[src/rtl/lfpd_pkg.sv]
`timescale 1ns / 1ps
// ----------------------------------------------------------------------------
// Line follower PID drive: shared package
// Widths, register map, reset values, command and status structures, and the
// sensor pattern to steering error table.
// ----------------------------------------------------------------------------
package lfpd_pkg;

   localparam int SENS_W           = 5;
   localparam int REQ_TDATA_W      = 8;
   localparam int MAG_W            = 16;
   localparam int IDLE_W           = 8;
   localparam int RSP_FIELDS_W     = 2 * MAG_W + 3 + IDLE_W;
   localparam int RSP_TDATA_W      = 48;
   localparam int RSP_TUSER_W      = 1;
   localparam int GAIN_W           = 24;
   localparam int SPEED_W          = 8;
   localparam int CSR_ADDR_W       = 3;
   localparam int CSR_DATA_W       = 24;
   localparam int ERR_W            = 13;
   localparam int ERR_MAX          = 2000;
   localparam int Q_SHIFT          = 16;
   localparam int HISTORY_TAPS_DEF = 5;

   localparam logic [GAIN_W-1:0]  GAIN_P_RST = GAIN_W'(131);
   localparam logic [GAIN_W-1:0]  GAIN_I_RST = GAIN_W'(66);
   localparam logic [GAIN_W-1:0]  GAIN_D_RST = GAIN_W'(983040);
   localparam logic [GAIN_W-1:0]  GAIN_R_RST = GAIN_W'(0);
   localparam logic [SPEED_W-1:0] BASE_RST   = SPEED_W'(142);
   localparam logic [SPEED_W-1:0] MAX_RST    = SPEED_W'(150);
   localparam logic [IDLE_W-1:0]  IDLE_MAX   = '1;

   typedef enum logic [CSR_ADDR_W-1:0] {
      REG_GAIN_P,
      REG_GAIN_I,
      REG_GAIN_D,
      REG_GAIN_R,
      REG_BASE_RIGHT,
      REG_BASE_LEFT,
      REG_MAX_RIGHT,
      REG_MAX_LEFT
   } reg_idx_type;

   typedef struct packed {
      logic [GAIN_W-1:0]  gain_p;
      logic [GAIN_W-1:0]  gain_i;
      logic [GAIN_W-1:0]  gain_d;
      logic [GAIN_W-1:0]  gain_r;
      logic [SPEED_W-1:0] base_right;
      logic [SPEED_W-1:0] base_left;
      logic [SPEED_W-1:0] max_right;
      logic [SPEED_W-1:0] max_left;
   } cfg_type;

   typedef enum logic [1:0] {
      MUL_ERR,
      MUL_ISUM,
      MUL_DERR,
      MUL_RSUM
   } mul_sel_type;

   typedef enum logic [1:0] {
      ACC_HOLD,
      ACC_LOAD,
      ACC_ADD
   } acc_op_type;

   typedef struct packed {
      logic        update;
      logic        mul_en;
      mul_sel_type mul_sel;
      acc_op_type  acc_op;
      logic        drive_en;
      logic        num_en;
      logic        speed_en;
      logic        out_load;
   } cmd_type;

   typedef struct packed {
      logic lost;
      logic out_free;
   } status_type;

   // Error is 3000 minus the truncated mean of the active sensor weights.
   function automatic logic signed [ERR_W-1:0] lfpd_err_of(input logic [SENS_W-1:0] s);
      logic signed [ERR_W-1:0] e;
      case (s)
         5'd1:    e = ERR_W'(2000);
         5'd2:    e = ERR_W'(1000);
         5'd3:    e = ERR_W'(1500);
         5'd4:    e = ERR_W'(0);
         5'd5:    e = ERR_W'(1000);
         5'd6:    e = ERR_W'(500);
         5'd7:    e = ERR_W'(1000);
         5'd8:    e = ERR_W'(-1000);
         5'd9:    e = ERR_W'(500);
         5'd10:   e = ERR_W'(0);
         5'd11:   e = ERR_W'(667);
         5'd12:   e = ERR_W'(-500);
         5'd13:   e = ERR_W'(334);
         5'd14:   e = ERR_W'(0);
         5'd15:   e = ERR_W'(500);
         5'd16:   e = ERR_W'(-2000);
         5'd17:   e = ERR_W'(0);
         5'd18:   e = ERR_W'(-500);
         5'd19:   e = ERR_W'(334);
         5'd20:   e = ERR_W'(-1000);
         5'd21:   e = ERR_W'(0);
         5'd22:   e = ERR_W'(-333);
         5'd23:   e = ERR_W'(250);
         5'd24:   e = ERR_W'(-1500);
         5'd25:   e = ERR_W'(-333);
         5'd26:   e = ERR_W'(-666);
         5'd27:   e = ERR_W'(0);
         5'd28:   e = ERR_W'(-1000);
         5'd29:   e = ERR_W'(-250);
         5'd30:   e = ERR_W'(-500);
         5'd31:   e = ERR_W'(0);
         default: e = '0;
      endcase
      return e;
   endfunction

endpackage

[src/rtl/lfpd_csr.sv]
`timescale 1ns / 1ps
// ----------------------------------------------------------------------------
// Line follower PID drive: configuration registers
// Write-only register file for gains and speed limits.
// ----------------------------------------------------------------------------
module lfpd_csr (
   input  logic                           clock,
   input  logic                           reset,
   input  logic                           csr_we,
   input  logic [lfpd_pkg::CSR_ADDR_W-1:0] csr_addr,
   input  logic [lfpd_pkg::CSR_DATA_W-1:0] csr_wdata,
   output lfpd_pkg::cfg_type              cfg
);
   import lfpd_pkg::*;

   cfg_type cfg_ff;
   cfg_type cfg_in;

   always_comb begin
      cfg_in = cfg_ff;
      if (csr_we) begin
         case (reg_idx_type'(csr_addr))
            REG_GAIN_P:     cfg_in.gain_p     = csr_wdata[GAIN_W-1:0];
            REG_GAIN_I:     cfg_in.gain_i     = csr_wdata[GAIN_W-1:0];
            REG_GAIN_D:     cfg_in.gain_d     = csr_wdata[GAIN_W-1:0];
            REG_GAIN_R:     cfg_in.gain_r     = csr_wdata[GAIN_W-1:0];
            REG_BASE_RIGHT: cfg_in.base_right = csr_wdata[SPEED_W-1:0];
            REG_BASE_LEFT:  cfg_in.base_left  = csr_wdata[SPEED_W-1:0];
            REG_MAX_RIGHT:  cfg_in.max_right  = csr_wdata[SPEED_W-1:0];
            REG_MAX_LEFT:   cfg_in.max_left   = csr_wdata[SPEED_W-1:0];
            default:        cfg_in = cfg_ff;
         endcase
      end
   end

   always_ff @(posedge clock) begin
      if (reset) begin
         cfg_ff.gain_p     <= GAIN_P_RST;
         cfg_ff.gain_i     <= GAIN_I_RST;
         cfg_ff.gain_d     <= GAIN_D_RST;
         cfg_ff.gain_r     <= GAIN_R_RST;
         cfg_ff.base_right <= BASE_RST;
         cfg_ff.base_left  <= BASE_RST;
         cfg_ff.max_right  <= MAX_RST;
         cfg_ff.max_left   <= MAX_RST;
      end else begin
         cfg_ff <= cfg_in;
      end
   end

   assign cfg = cfg_ff;

endmodule

[src/rtl/lfpd_ctrl.sv]
`timescale 1ns / 1ps
// ----------------------------------------------------------------------------
// Line follower PID drive: controller
// Sequences the shared multiplier, the speed steps and the result load.
// ----------------------------------------------------------------------------
module lfpd_ctrl (
   input  logic                 clock,
   input  logic                 reset,
   input  logic                 req_tvalid,
   output logic                 req_tready,
   input  lfpd_pkg::status_type status,
   output lfpd_pkg::cmd_type    cmd
);
   import lfpd_pkg::*;

   typedef enum logic [3:0] {
      ST_IDLE,
      ST_MUL_P,
      ST_MUL_I,
      ST_MUL_D,
      ST_MUL_R,
      ST_DRIVE,
      ST_SPEED,
      ST_CLAMP,
      ST_OUTPUT
   } state_type;

   state_type state_ff;
   state_type state_in;
   logic      accept;

   assign req_tready = (state_ff == ST_IDLE);
   assign accept     = req_tvalid && req_tready;

   always_comb begin
      state_in = state_ff;
      cmd      = '0;
      case (state_ff)
         ST_IDLE: begin
            cmd.update = accept;
            if (accept) begin
               // A sample with no active sensor skips the arithmetic.
               state_in = status.lost ? ST_OUTPUT : ST_MUL_P;
            end
         end
         ST_MUL_P: begin
            cmd.mul_en  = 1'b1;
            cmd.mul_sel = MUL_ERR;
            state_in    = ST_MUL_I;
         end
         ST_MUL_I: begin
            cmd.mul_en  = 1'b1;
            cmd.mul_sel = MUL_ISUM;
            cmd.acc_op  = ACC_LOAD;
            state_in    = ST_MUL_D;
         end
         ST_MUL_D: begin
            cmd.mul_en  = 1'b1;
            cmd.mul_sel = MUL_DERR;
            cmd.acc_op  = ACC_ADD;
            state_in    = ST_MUL_R;
         end
         ST_MUL_R: begin
            cmd.mul_en  = 1'b1;
            cmd.mul_sel = MUL_RSUM;
            cmd.acc_op  = ACC_ADD;
            state_in    = ST_DRIVE;
         end
         ST_DRIVE: begin
            cmd.drive_en = 1'b1;
            state_in     = ST_SPEED;
         end
         ST_SPEED: begin
            cmd.num_en = 1'b1;
            state_in   = ST_CLAMP;
         end
         ST_CLAMP: begin
            cmd.speed_en = 1'b1;
            state_in     = ST_OUTPUT;
         end
         ST_OUTPUT: begin
            cmd.out_load = status.out_free;
            if (status.out_free) begin
               state_in = ST_IDLE;
            end
         end
         default: begin
            state_in = ST_IDLE;
         end
      endcase
   end

   always_ff @(posedge clock) begin
      if (reset) begin
         state_ff <= ST_IDLE;
      end else begin
         state_ff <= state_in;
      end
   end

endmodule

[src/rtl/lfpd_dp.sv]
`timescale 1ns / 1ps
// ----------------------------------------------------------------------------
// Line follower PID drive: datapath
// Error history, running sums, shared multiplier, speed math and result
// register.
// ----------------------------------------------------------------------------
module lfpd_dp #(
   parameter int HISTORY_TAPS = lfpd_pkg::HISTORY_TAPS_DEF
) (
   input  logic                             clock,
   input  logic                             reset,
   input  lfpd_pkg::cfg_type                cfg,
   input  lfpd_pkg::cmd_type                cmd,
   output lfpd_pkg::status_type             status,
   input  logic [lfpd_pkg::REQ_TDATA_W-1:0] req_tdata,
   output logic                             rsp_tvalid,
   input  logic                             rsp_tready,
   output logic [lfpd_pkg::RSP_TDATA_W-1:0] rsp_tdata,
   output logic [lfpd_pkg::RSP_TUSER_W-1:0] rsp_tuser
);
   import lfpd_pkg::*;

   localparam int HSUM_MAX = HISTORY_TAPS * ERR_MAX;
   localparam int RSUM_W   = $clog2(HSUM_MAX + 1);
   localparam int ISUM_W   = RSUM_W + 1;
   localparam int DERR_W   = ERR_W + 1;
   localparam int MUL_A_W  = (ISUM_W > DERR_W) ? ISUM_W : DERR_W;
   localparam int MUL_B_W  = GAIN_W + 1;
   localparam int PROD_W   = MUL_A_W + MUL_B_W;
   localparam int ACC_W    = PROD_W + 2;
   localparam int DRV_W    = ACC_W - Q_SHIFT;
   localparam int NUM_W    = ACC_W + 2;
   localparam int SPD_W    = NUM_W - Q_SHIFT;
   localparam int PAD_W    = RSP_TDATA_W - RSP_FIELDS_W;

   logic [SENS_W-1:0]        sens;
   logic signed [ERR_W-1:0]  err_new;
   logic signed [ERR_W-1:0]  err_neg;
   logic [ERR_W-2:0]         err_abs;
   logic signed [ERR_W-1:0]  oldest;
   logic signed [ERR_W-1:0]  old_neg;
   logic [ERR_W-2:0]         old_abs;

   logic signed [ERR_W-1:0]  hist_ff [HISTORY_TAPS];
   logic signed [ISUM_W-1:0] isum_ff;
   logic signed [ISUM_W-1:0] isum_in;
   logic [RSUM_W-1:0]        rsum_ff;
   logic [RSUM_W-1:0]        rsum_in;
   logic signed [ERR_W-1:0]  prev_ff;
   logic signed [ERR_W-1:0]  err_ff;
   logic signed [DERR_W-1:0] derr_ff;
   logic signed [DERR_W-1:0] derr_in;
   logic                     side_ff;
   logic                     side_in;
   logic [IDLE_W-1:0]        idle_ff;
   logic [IDLE_W-1:0]        idle_in;
   logic                     valid_ff;

   logic signed [MUL_A_W-1:0] mul_a;
   logic [GAIN_W-1:0]         gain_sel;
   logic signed [MUL_B_W-1:0] mul_b;
   logic signed [PROD_W-1:0]  prod_in;
   logic signed [PROD_W-1:0]  prod_ff;
   logic signed [ACC_W-1:0]   acc_in;
   logic signed [ACC_W-1:0]   acc_ff;
   logic signed [ACC_W-1:0]   acc_adj;
   logic signed [DRV_W-1:0]   drive_ff;

   logic signed [NUM_W-1:0]   base_l_x;
   logic signed [NUM_W-1:0]   base_r_x;
   logic signed [NUM_W-1:0]   drv_x;
   logic signed [NUM_W-1:0]   sum_l;
   logic signed [NUM_W-1:0]   sum_r;
   logic signed [NUM_W-1:0]   num_l_in;
   logic signed [NUM_W-1:0]   num_r_in;
   logic signed [NUM_W-1:0]   num_l_ff;
   logic signed [NUM_W-1:0]   num_r_ff;
   logic signed [NUM_W-1:0]   adj_l;
   logic signed [NUM_W-1:0]   adj_r;
   logic signed [SPD_W-1:0]   trunc_l;
   logic signed [SPD_W-1:0]   trunc_r;
   logic signed [SPD_W-1:0]   max_l_x;
   logic signed [SPD_W-1:0]   max_r_x;
   logic signed [SPD_W-1:0]   spd_l_ff;
   logic signed [SPD_W-1:0]   spd_r_ff;
   logic signed [SPD_W-1:0]   abs_l;
   logic signed [SPD_W-1:0]   abs_r;
   logic [MAG_W-1:0]          mag_l;
   logic [MAG_W-1:0]          mag_r;

   logic                      rsp_tvalid_ff;
   logic [RSP_TDATA_W-1:0]    rsp_tdata_ff;
   logic [RSP_TUSER_W-1:0]    rsp_tuser_ff;
   logic [RSP_TDATA_W-1:0]    tdata_in;

   // Sample decode and history update.
   assign sens    = req_tdata[SENS_W-1:0];
   assign err_new = lfpd_err_of(sens);
   assign err_neg = -err_new;
   assign err_abs = err_new[ERR_W-1] ? err_neg[ERR_W-2:0] : err_new[ERR_W-2:0];
   assign oldest  = hist_ff[HISTORY_TAPS-1];
   assign old_neg = -oldest;
   assign old_abs = oldest[ERR_W-1] ? old_neg[ERR_W-2:0] : oldest[ERR_W-2:0];

   // The sums track the history as the oldest error leaves and the new one enters.
   assign isum_in = isum_ff + ISUM_W'(err_new) - ISUM_W'(oldest);
   assign rsum_in = rsum_ff + RSUM_W'(err_abs) - RSUM_W'(old_abs);
   assign derr_in = DERR_W'(err_new) - DERR_W'(prev_ff);

   always_comb begin
      side_in = side_ff;
      if (sens[0]) begin
         side_in = 1'b1;
      end
      if (sens[SENS_W-1]) begin
         side_in = 1'b0;
      end
      if (sens == '0) begin
         idle_in = (idle_ff == IDLE_MAX) ? idle_ff : idle_ff + IDLE_W'(1);
      end else begin
         idle_in = '0;
      end
   end

   assign status.lost     = (sens == '0);
   assign status.out_free = !rsp_tvalid_ff || rsp_tready;

   always_ff @(posedge clock) begin
      if (reset) begin
         for (int k = 0; k < HISTORY_TAPS; k++) begin
            hist_ff[k] <= '0;
         end
         isum_ff <= '0;
         rsum_ff <= '0;
         prev_ff <= '0;
         side_ff <= 1'b0;
         idle_ff <= '0;
      end else if (cmd.update) begin
         side_ff <= side_in;
         idle_ff <= idle_in;
         if (sens != '0) begin
            for (int k = HISTORY_TAPS - 1; k > 0; k--) begin
               hist_ff[k] <= hist_ff[k-1];
            end
            hist_ff[0] <= err_new;
            isum_ff    <= isum_in;
            rsum_ff    <= rsum_in;
            prev_ff    <= err_new;
         end
      end
   end

   always_ff @(posedge clock) begin
      if (cmd.update) begin
         valid_ff <= (sens != '0);
         err_ff   <= err_new;
         derr_ff  <= derr_in;
      end
   end

   // Shared multiplier: one term per cycle, accumulated in the following cycle.
   always_comb begin
      case (cmd.mul_sel)
         MUL_ERR: begin
            mul_a    = MUL_A_W'(err_ff);
            gain_sel = cfg.gain_p;
         end
         MUL_ISUM: begin
            mul_a    = MUL_A_W'(isum_ff);
            gain_sel = cfg.gain_i;
         end
         MUL_DERR: begin
            mul_a    = MUL_A_W'(derr_ff);
            gain_sel = cfg.gain_d;
         end
         MUL_RSUM: begin
            mul_a    = MUL_A_W'($signed({1'b0, rsum_ff}));
            gain_sel = cfg.gain_r;
         end
         default: begin
            mul_a    = '0;
            gain_sel = '0;
         end
      endcase
   end

   assign mul_b   = $signed({1'b0, gain_sel});
   assign prod_in = mul_a * mul_b;

   always_comb begin
      case (cmd.acc_op)
         ACC_LOAD: acc_in = ACC_W'(prod_ff);
         ACC_ADD:  acc_in = acc_ff + ACC_W'(prod_ff);
         default:  acc_in = acc_ff;
      endcase
   end

   // Adding 2^16-1 to a negative value before the shift truncates toward zero.
   assign acc_adj = acc_ff + $signed({{(ACC_W-Q_SHIFT){1'b0}}, {Q_SHIFT{acc_ff[ACC_W-1]}}});

   assign base_l_x = $signed({{(NUM_W-SPEED_W){1'b0}}, cfg.base_left});
   assign base_r_x = $signed({{(NUM_W-SPEED_W){1'b0}}, cfg.base_right});
   assign drv_x    = NUM_W'(drive_ff);
   assign sum_l    = base_l_x + drv_x;
   assign sum_r    = base_r_x - drv_x;
   assign num_l_in = (sum_l <<< Q_SHIFT) - NUM_W'(prod_ff);
   assign num_r_in = (sum_r <<< Q_SHIFT) - NUM_W'(prod_ff);

   assign adj_l   = num_l_ff + $signed({{(NUM_W-Q_SHIFT){1'b0}}, {Q_SHIFT{num_l_ff[NUM_W-1]}}});
   assign adj_r   = num_r_ff + $signed({{(NUM_W-Q_SHIFT){1'b0}}, {Q_SHIFT{num_r_ff[NUM_W-1]}}});
   assign trunc_l = adj_l[NUM_W-1:Q_SHIFT];
   assign trunc_r = adj_r[NUM_W-1:Q_SHIFT];
   assign max_l_x = $signed({{(SPD_W-SPEED_W){1'b0}}, cfg.max_left});
   assign max_r_x = $signed({{(SPD_W-SPEED_W){1'b0}}, cfg.max_right});

   always_ff @(posedge clock) begin
      if (cmd.mul_en) begin
         prod_ff <= prod_in;
      end
      acc_ff <= acc_in;
      if (cmd.drive_en) begin
         drive_ff <= acc_adj[ACC_W-1:Q_SHIFT];
      end
      if (cmd.num_en) begin
         num_l_ff <= num_l_in;
         num_r_ff <= num_r_in;
      end
      if (cmd.speed_en) begin
         spd_l_ff <= (trunc_l > max_l_x) ? max_l_x : trunc_l;
         spd_r_ff <= (trunc_r > max_r_x) ? max_r_x : trunc_r;
      end
   end

   // Magnitude and direction, saturated to the field width.
   assign abs_l = spd_l_ff[SPD_W-1] ? -spd_l_ff : spd_l_ff;
   assign abs_r = spd_r_ff[SPD_W-1] ? -spd_r_ff : spd_r_ff;
   assign mag_l = (|abs_l[SPD_W-1:MAG_W]) ? '1 : abs_l[MAG_W-1:0];
   assign mag_r = (|abs_r[SPD_W-1:MAG_W]) ? '1 : abs_r[MAG_W-1:0];

   always_comb begin
      if (valid_ff) begin
         tdata_in = {{PAD_W{1'b0}}, idle_ff, side_ff,
                     !spd_l_ff[SPD_W-1], mag_l, !spd_r_ff[SPD_W-1], mag_r};
      end else begin
         tdata_in = {{PAD_W{1'b0}}, idle_ff, side_ff,
                     1'b1, {MAG_W{1'b0}}, 1'b1, {MAG_W{1'b0}}};
      end
   end

   always_ff @(posedge clock) begin
      if (reset) begin
         rsp_tvalid_ff <= 1'b0;
      end else if (cmd.out_load) begin
         rsp_tvalid_ff <= 1'b1;
      end else if (rsp_tready) begin
         rsp_tvalid_ff <= 1'b0;
      end
   end

   always_ff @(posedge clock) begin
      if (cmd.out_load) begin
         rsp_tdata_ff <= tdata_in;
         rsp_tuser_ff <= RSP_TUSER_W'(valid_ff);
      end
   end

   assign rsp_tvalid = rsp_tvalid_ff;
   assign rsp_tdata  = rsp_tdata_ff;
   assign rsp_tuser  = rsp_tuser_ff;

endmodule

[src/rtl/line_follower_pid_drive_top.sv]
`timescale 1ns / 1ps
// ----------------------------------------------------------------------------
// Line follower PID drive: top level
// Turns five-sensor line samples into left and right motor commands.
// ----------------------------------------------------------------------------
// Usage:
// Each word on the req_ stream is one sensor sample. Each sample produces
// exactly one word on the rsp_ stream with the two motor commands, the side
// where the line was last seen and the count of consecutive samples without
// line. rsp_tuser is low when no sensor saw the line; that word carries zero
// speeds and leaves the error history untouched. Gains and speed limits are to
// be written on the csr_ port while idle; the block does not enforce it.
// A sample with line goes from acceptance to the result register through
// four passes through the single shared multiplier and the drive, speed and
// clamp steps; a sample without line goes straight to the result load.
// One sample is in work at a time, so req_tready stays low from acceptance
// until the result register is loaded.
// The result register lets the next sample be accepted while a result waits;
// a stalled rsp_ side holds the block in its final step.
// Reset clears the error history, side flag, idle count and restores the
// register defaults.
// ----------------------------------------------------------------------------
module line_follower_pid_drive_top #(
   parameter int HISTORY_TAPS = lfpd_pkg::HISTORY_TAPS_DEF
) (
   input  logic                             clock,
   input  logic                             reset,
   input  logic                             req_tvalid,
   output logic                             req_tready,
   // [4:0] sensors
   input  logic [lfpd_pkg::REQ_TDATA_W-1:0] req_tdata,
   output logic                             rsp_tvalid,
   input  logic                             rsp_tready,
   // [15:0] right_magnitude, [16] right_forward, [32:17] left_magnitude,
   // [33] left_forward, [34] last_side, [42:35] idle_count
   output logic [lfpd_pkg::RSP_TDATA_W-1:0] rsp_tdata,
   // [0] drive_valid
   output logic [lfpd_pkg::RSP_TUSER_W-1:0] rsp_tuser,
   input  logic                             csr_we,
   input  logic [lfpd_pkg::CSR_ADDR_W-1:0]  csr_addr,
   input  logic [lfpd_pkg::CSR_DATA_W-1:0]  csr_wdata
);
   import lfpd_pkg::*;

   cfg_type    cfg;
   cmd_type    cmd;
   status_type status;

   lfpd_csr u_csr (
      .clock     (clock),
      .reset     (reset),
      .csr_we    (csr_we),
      .csr_addr  (csr_addr),
      .csr_wdata (csr_wdata),
      .cfg       (cfg)
   );

   lfpd_ctrl u_ctrl (
      .clock      (clock),
      .reset      (reset),
      .req_tvalid (req_tvalid),
      .req_tready (req_tready),
      .status     (status),
      .cmd        (cmd)
   );

   lfpd_dp #(
      .HISTORY_TAPS (HISTORY_TAPS)
   ) u_dp (
      .clock      (clock),
      .reset      (reset),
      .cfg        (cfg),
      .cmd        (cmd),
      .status     (status),
      .req_tdata  (req_tdata),
      .rsp_tvalid (rsp_tvalid),
      .rsp_tready (rsp_tready),
      .rsp_tdata  (rsp_tdata),
      .rsp_tuser  (rsp_tuser)
   );

endmodule

[config.mk]
export PLATFORM = sky130hd
export DESIGN_NAME = line_follower_pid_drive_top
export DESIGN_NICKNAME = d
export VERILOG_FILES = /design/src/rtl/lfpd_pkg.sv /design/src/rtl/lfpd_csr.sv /design/src/rtl/lfpd_ctrl.sv /design/src/rtl/lfpd_dp.sv /design/src/rtl/line_follower_pid_drive_top.sv
export SDC_FILE = /design/constraint.sdc
export NUM_CORES = 2
export LEC_CHECK = 0
export BUFFER_PORTS_ARGS = -buffer_cell sky130_fd_sc_hd__buf_2
export CAP_MARGIN = 15
export CORE_UTILIZATION = 30
export CTS_CLUSTER_DIAMETER = 50
export DETAILED_ROUTE_END_ITERATION = 10
export PLACE_DENSITY = 0.52
export SYNTH_ARGS = -nofsm -noshare
export SYNTH_HDL_FRONTEND = slang
export SYNTH_SLANG_ARGS = --single-unit
export TNS_END_PERCENT = 100
[constraint.sdc]
create_clock -name clock -period 10.4 [get_ports clock]
set_input_delay 2.08 -clock clock [delete_from_list [all_inputs] [get_ports clock]]
set_output_delay 2.08 -clock clock [all_outputs]
set_load 0.1 [all_outputs]
==> metrics.cfg <==
[outcome]
status=finished clean

[yosys]
ys_async_sr_fraction_pct=0
synth_edf_count=367
ys_seq_elements=550
synth_cell_types=96
synth_ff_type=edfxtp_1
yosys_warnings=0
seq_area_frac_synth_pct=32.0
synth_area_per_cell_um2=9.14
syn-cell-area_um2=45900
syn_inst=5021

[drt]
antenna_left=0
wl_per_cell_um=17.7
routed-via-count=35300
detail_route.first_pass.iterations=5
remaining_drc_errors=0
drtIter0Drc=2017
vias_per_cell=4.93
wl_um=127000

[hold_path]
hold_path.class=flip-flop to flip-flop

[grt]
gr-total-overflow=0
grt_antenna_before_repair=9
grt_pass1_vias=34900
track_usage_pct=16.7
grt_first_pass_wirelength_um=201000
grt_max_degree=96

[die]
coreArea_um2=152000
die_w_um=393
num_rows=143
ios=91
die_h_um=393
start_util_pct=30.2
die_area_um2=155000

[cts]
cts_resized=0
h-tree-depth=3
cts_made_buffers=73
cts_root_buffer=clkbuf_16
cts_tree=yes
ctsHoldBuffers=0
clk_latency_ns=0.69
cts_setup_buffers=0
clkTransAtPathRegs_ns=0.06
numClockSinks=550
cts_buffer_depth=3

[timing]
setup_slack_ns=1.11
post-route-period-util_pct=89.4
setup_viol=0
final_max_slew_viol_count=0
rsz0062_at_grt=no
tightestPinTransition_ns=1.12
fin_setup_tns_ns=0
final-hold-violation-count=0
min_period_ns=9.29
skew_ns=0.0312
max_freq_ghz=0.108
slew_headroom_pct=25.1

[cells_and_area]
stdcell_area_um2=51200
layout.nets=5769
area_delta_synth_final_pct=11.6
drive_gt1_share_pct=7.19
final_util_pct=33.7

[setup_path]
crit_type=flip-flop to flip-flop
critPathArrivalTime_ns=9.71
worst-path-max-fanout=42
rr_worst_depth=27
endpoint=u_dp.prod_ff[38]
crit_path_end_kind=flip-flop
r2r_slack_ns=1.11
required_ns=10.81
crit_start=u_ctrl.state_ff[1]
start_kind=flip-flop
reg2reg_to=u_dp.prod_ff[38]
r2r-start=u_ctrl.state_ff[1]

[place]
dp_slack_ns=1.18
gp_congestion=0.894
port_buffers=82
hpwlAfterDp_um=97800
dpl_cell_area_um2=48700

[job]
maxCapViolCount=0

state kept, by name, summed over array words and instances (netlist names), 4 cells and up:
name	cells
u_ctrl.state_ff	4
u_dp.acc_ff	42
u_dp.spd_l_ff	28
u_dp.hist_ff	60
u_dp.prod_ff	40
u_dp.rsum_ff	14
u_dp.prev_ff	12
u_dp.idle_ff	8
u_dp.isum_ff	15
u_dp.spd_r_ff	28
u_dp.num_l_ff	28
u_dp.drive_ff	26
u_dp.err_ff	12
u_dp.num_r_ff	44
u_csr.cfg	128
u_dp.rsp_tdata	43
u_dp.derr_ff	14
cell usage after synthesis, drive strengths merged (99+ instances only):
cell    count  share of area [%]
dfxtp     183                8.0
ha        353                9.6
a21o      107                1.7
xor2      124                2.4
and2       99                1.3
inv       547                4.5
clkbuf    176                1.5
fa        315                 14
edfxtp    367                 24
nand2     684                5.6
o21ai     191                2.1
a21oi     338                3.7
xnor2     196                3.7
nor2      392                3.2
stage by stage:
stage / hold WS (ns) / instances
after floorplan: 0.409 / 5025
after global placement: 0.436 / 7015
after detailed placement: 0.439 / 7015
after CTS: 0.451 / 7150
after global routing: 0.464 / 7151
final: 0.448 / 7154
final cells by class:
type | instances | area [µm²]
clock buffers | 100 | 2010
diodes | 3 | 7.51
flip-flops and latches | 550 | 14700
fillers | 15600 | 101000
multi-input cells | 3731 | 28500
clock inverters | 35 | 454
repair buffers | 157 | 1010
well taps | 2030 | 2540
inverters | 548 | 2060
how the worst min path moves through the flow:
stage,slack [ns],from,to,cells after the start
6_report,0.45,u_dp.prev_ff[8],u_dp.prev_ff[8],1
2_1_floorplan,0.41,u_dp.side_ff,u_dp.rsp_tdata[34],0
5_1_grt,0.46,u_csr.cfg[123],u_csr.cfg[123],2
3_3_place_gp,0.44,u_dp.prev_ff[8],u_dp.prev_ff[8],1
3_5_place_dp,0.44,u_dp.prev_ff[8],u_dp.prev_ff[8],1
4_1_cts,0.45,u_csr.cfg[108],u_csr.cfg[108],2
logic make-up (layout without fill, tap and decap cells):
| logic type | Yosys count | count (layout) | share of synthesized area, % |
|---|---|---|---|
| AOI/OAI and AO/OA | 1019 | 1019 | 14.2 |
| xor gates and xnor gates | 320 | 320 | 6.11 |
| adders and majority gates | 668 | 668 | 23.4 |
| buffers and inverters | 744 | 840 | 6.22 |
| DFF | 550 | 550 | 32.0 |
| muxes | 61 | 61 | 1.49 |
| other | 2 | 9 | 0.0164 |
| and+or+nand+nor | 1657 | 1657 | 16.6 |
routing by layer:
| metal | vias to the layer above | share of wire, % | global-route usage, % |
|---|---|---|---|
| li1 | 17300 | - | - |
| met1 | 17000 | 45 | 22.1 |
| met2 | 810 | 47 | 27.8 |
| met3 | 191 | 5.3 | 2.78 |
| met4 | 10 | 2.9 | 4.84 |
| met5 | - | 0.053 | 0 |
placed cells by master, fill, tap and decap left out, types with 107 or more instances in the layout:
| cell | synthesis | layout |
|---|---|---|
| o21ai_0 | 189 | 188 |
| edfxtp_1 | 367 | 367 |
| a21o_1 | 107 | 107 |
| ha_1 | 353 | 352 |
| inv_1 | 547 | 544 |
| nand2_1 | 684 | 684 |
| dfxtp_1 | 183 | 183 |
| xor2_1 | 124 | 124 |
| a21oi_1 | 338 | 336 |
| fa_1 | 315 | 315 |
| xnor2_1 | 196 | 196 |
| nor2_1 | 392 | 390 |
critical path, stage by stage, from the launching register on:
cell and delay (ns):
dfxtp_1 0.61, nor4bb_4 0.39, nor2_1 0.09, buf_4 0.17, inv_2 0.52, o21ai_0 0.17
a21oi_1 0.90, buf_4 0.34, nand2_1 0.09, fa_1 0.51, inv_1 0.05, fa_1 0.49
fa_1 0.53, fa_1 0.52, fa_1 0.55, inv_1 0.05, fa_1 0.55, inv_1 0.08
ha_1 0.42, and3_1 0.23, nand2_1 0.07, or2_2 0.28, o221ai_1 0.30, o41a_1 0.26
a31o_2 0.25, a31oi_1 0.15, o31ai_1 0.31, xor2_1 0.11
Power is left out: the tool's default activity adds up to more than one toggle a clock period on the data nets, which glitch-free logic cannot reach.
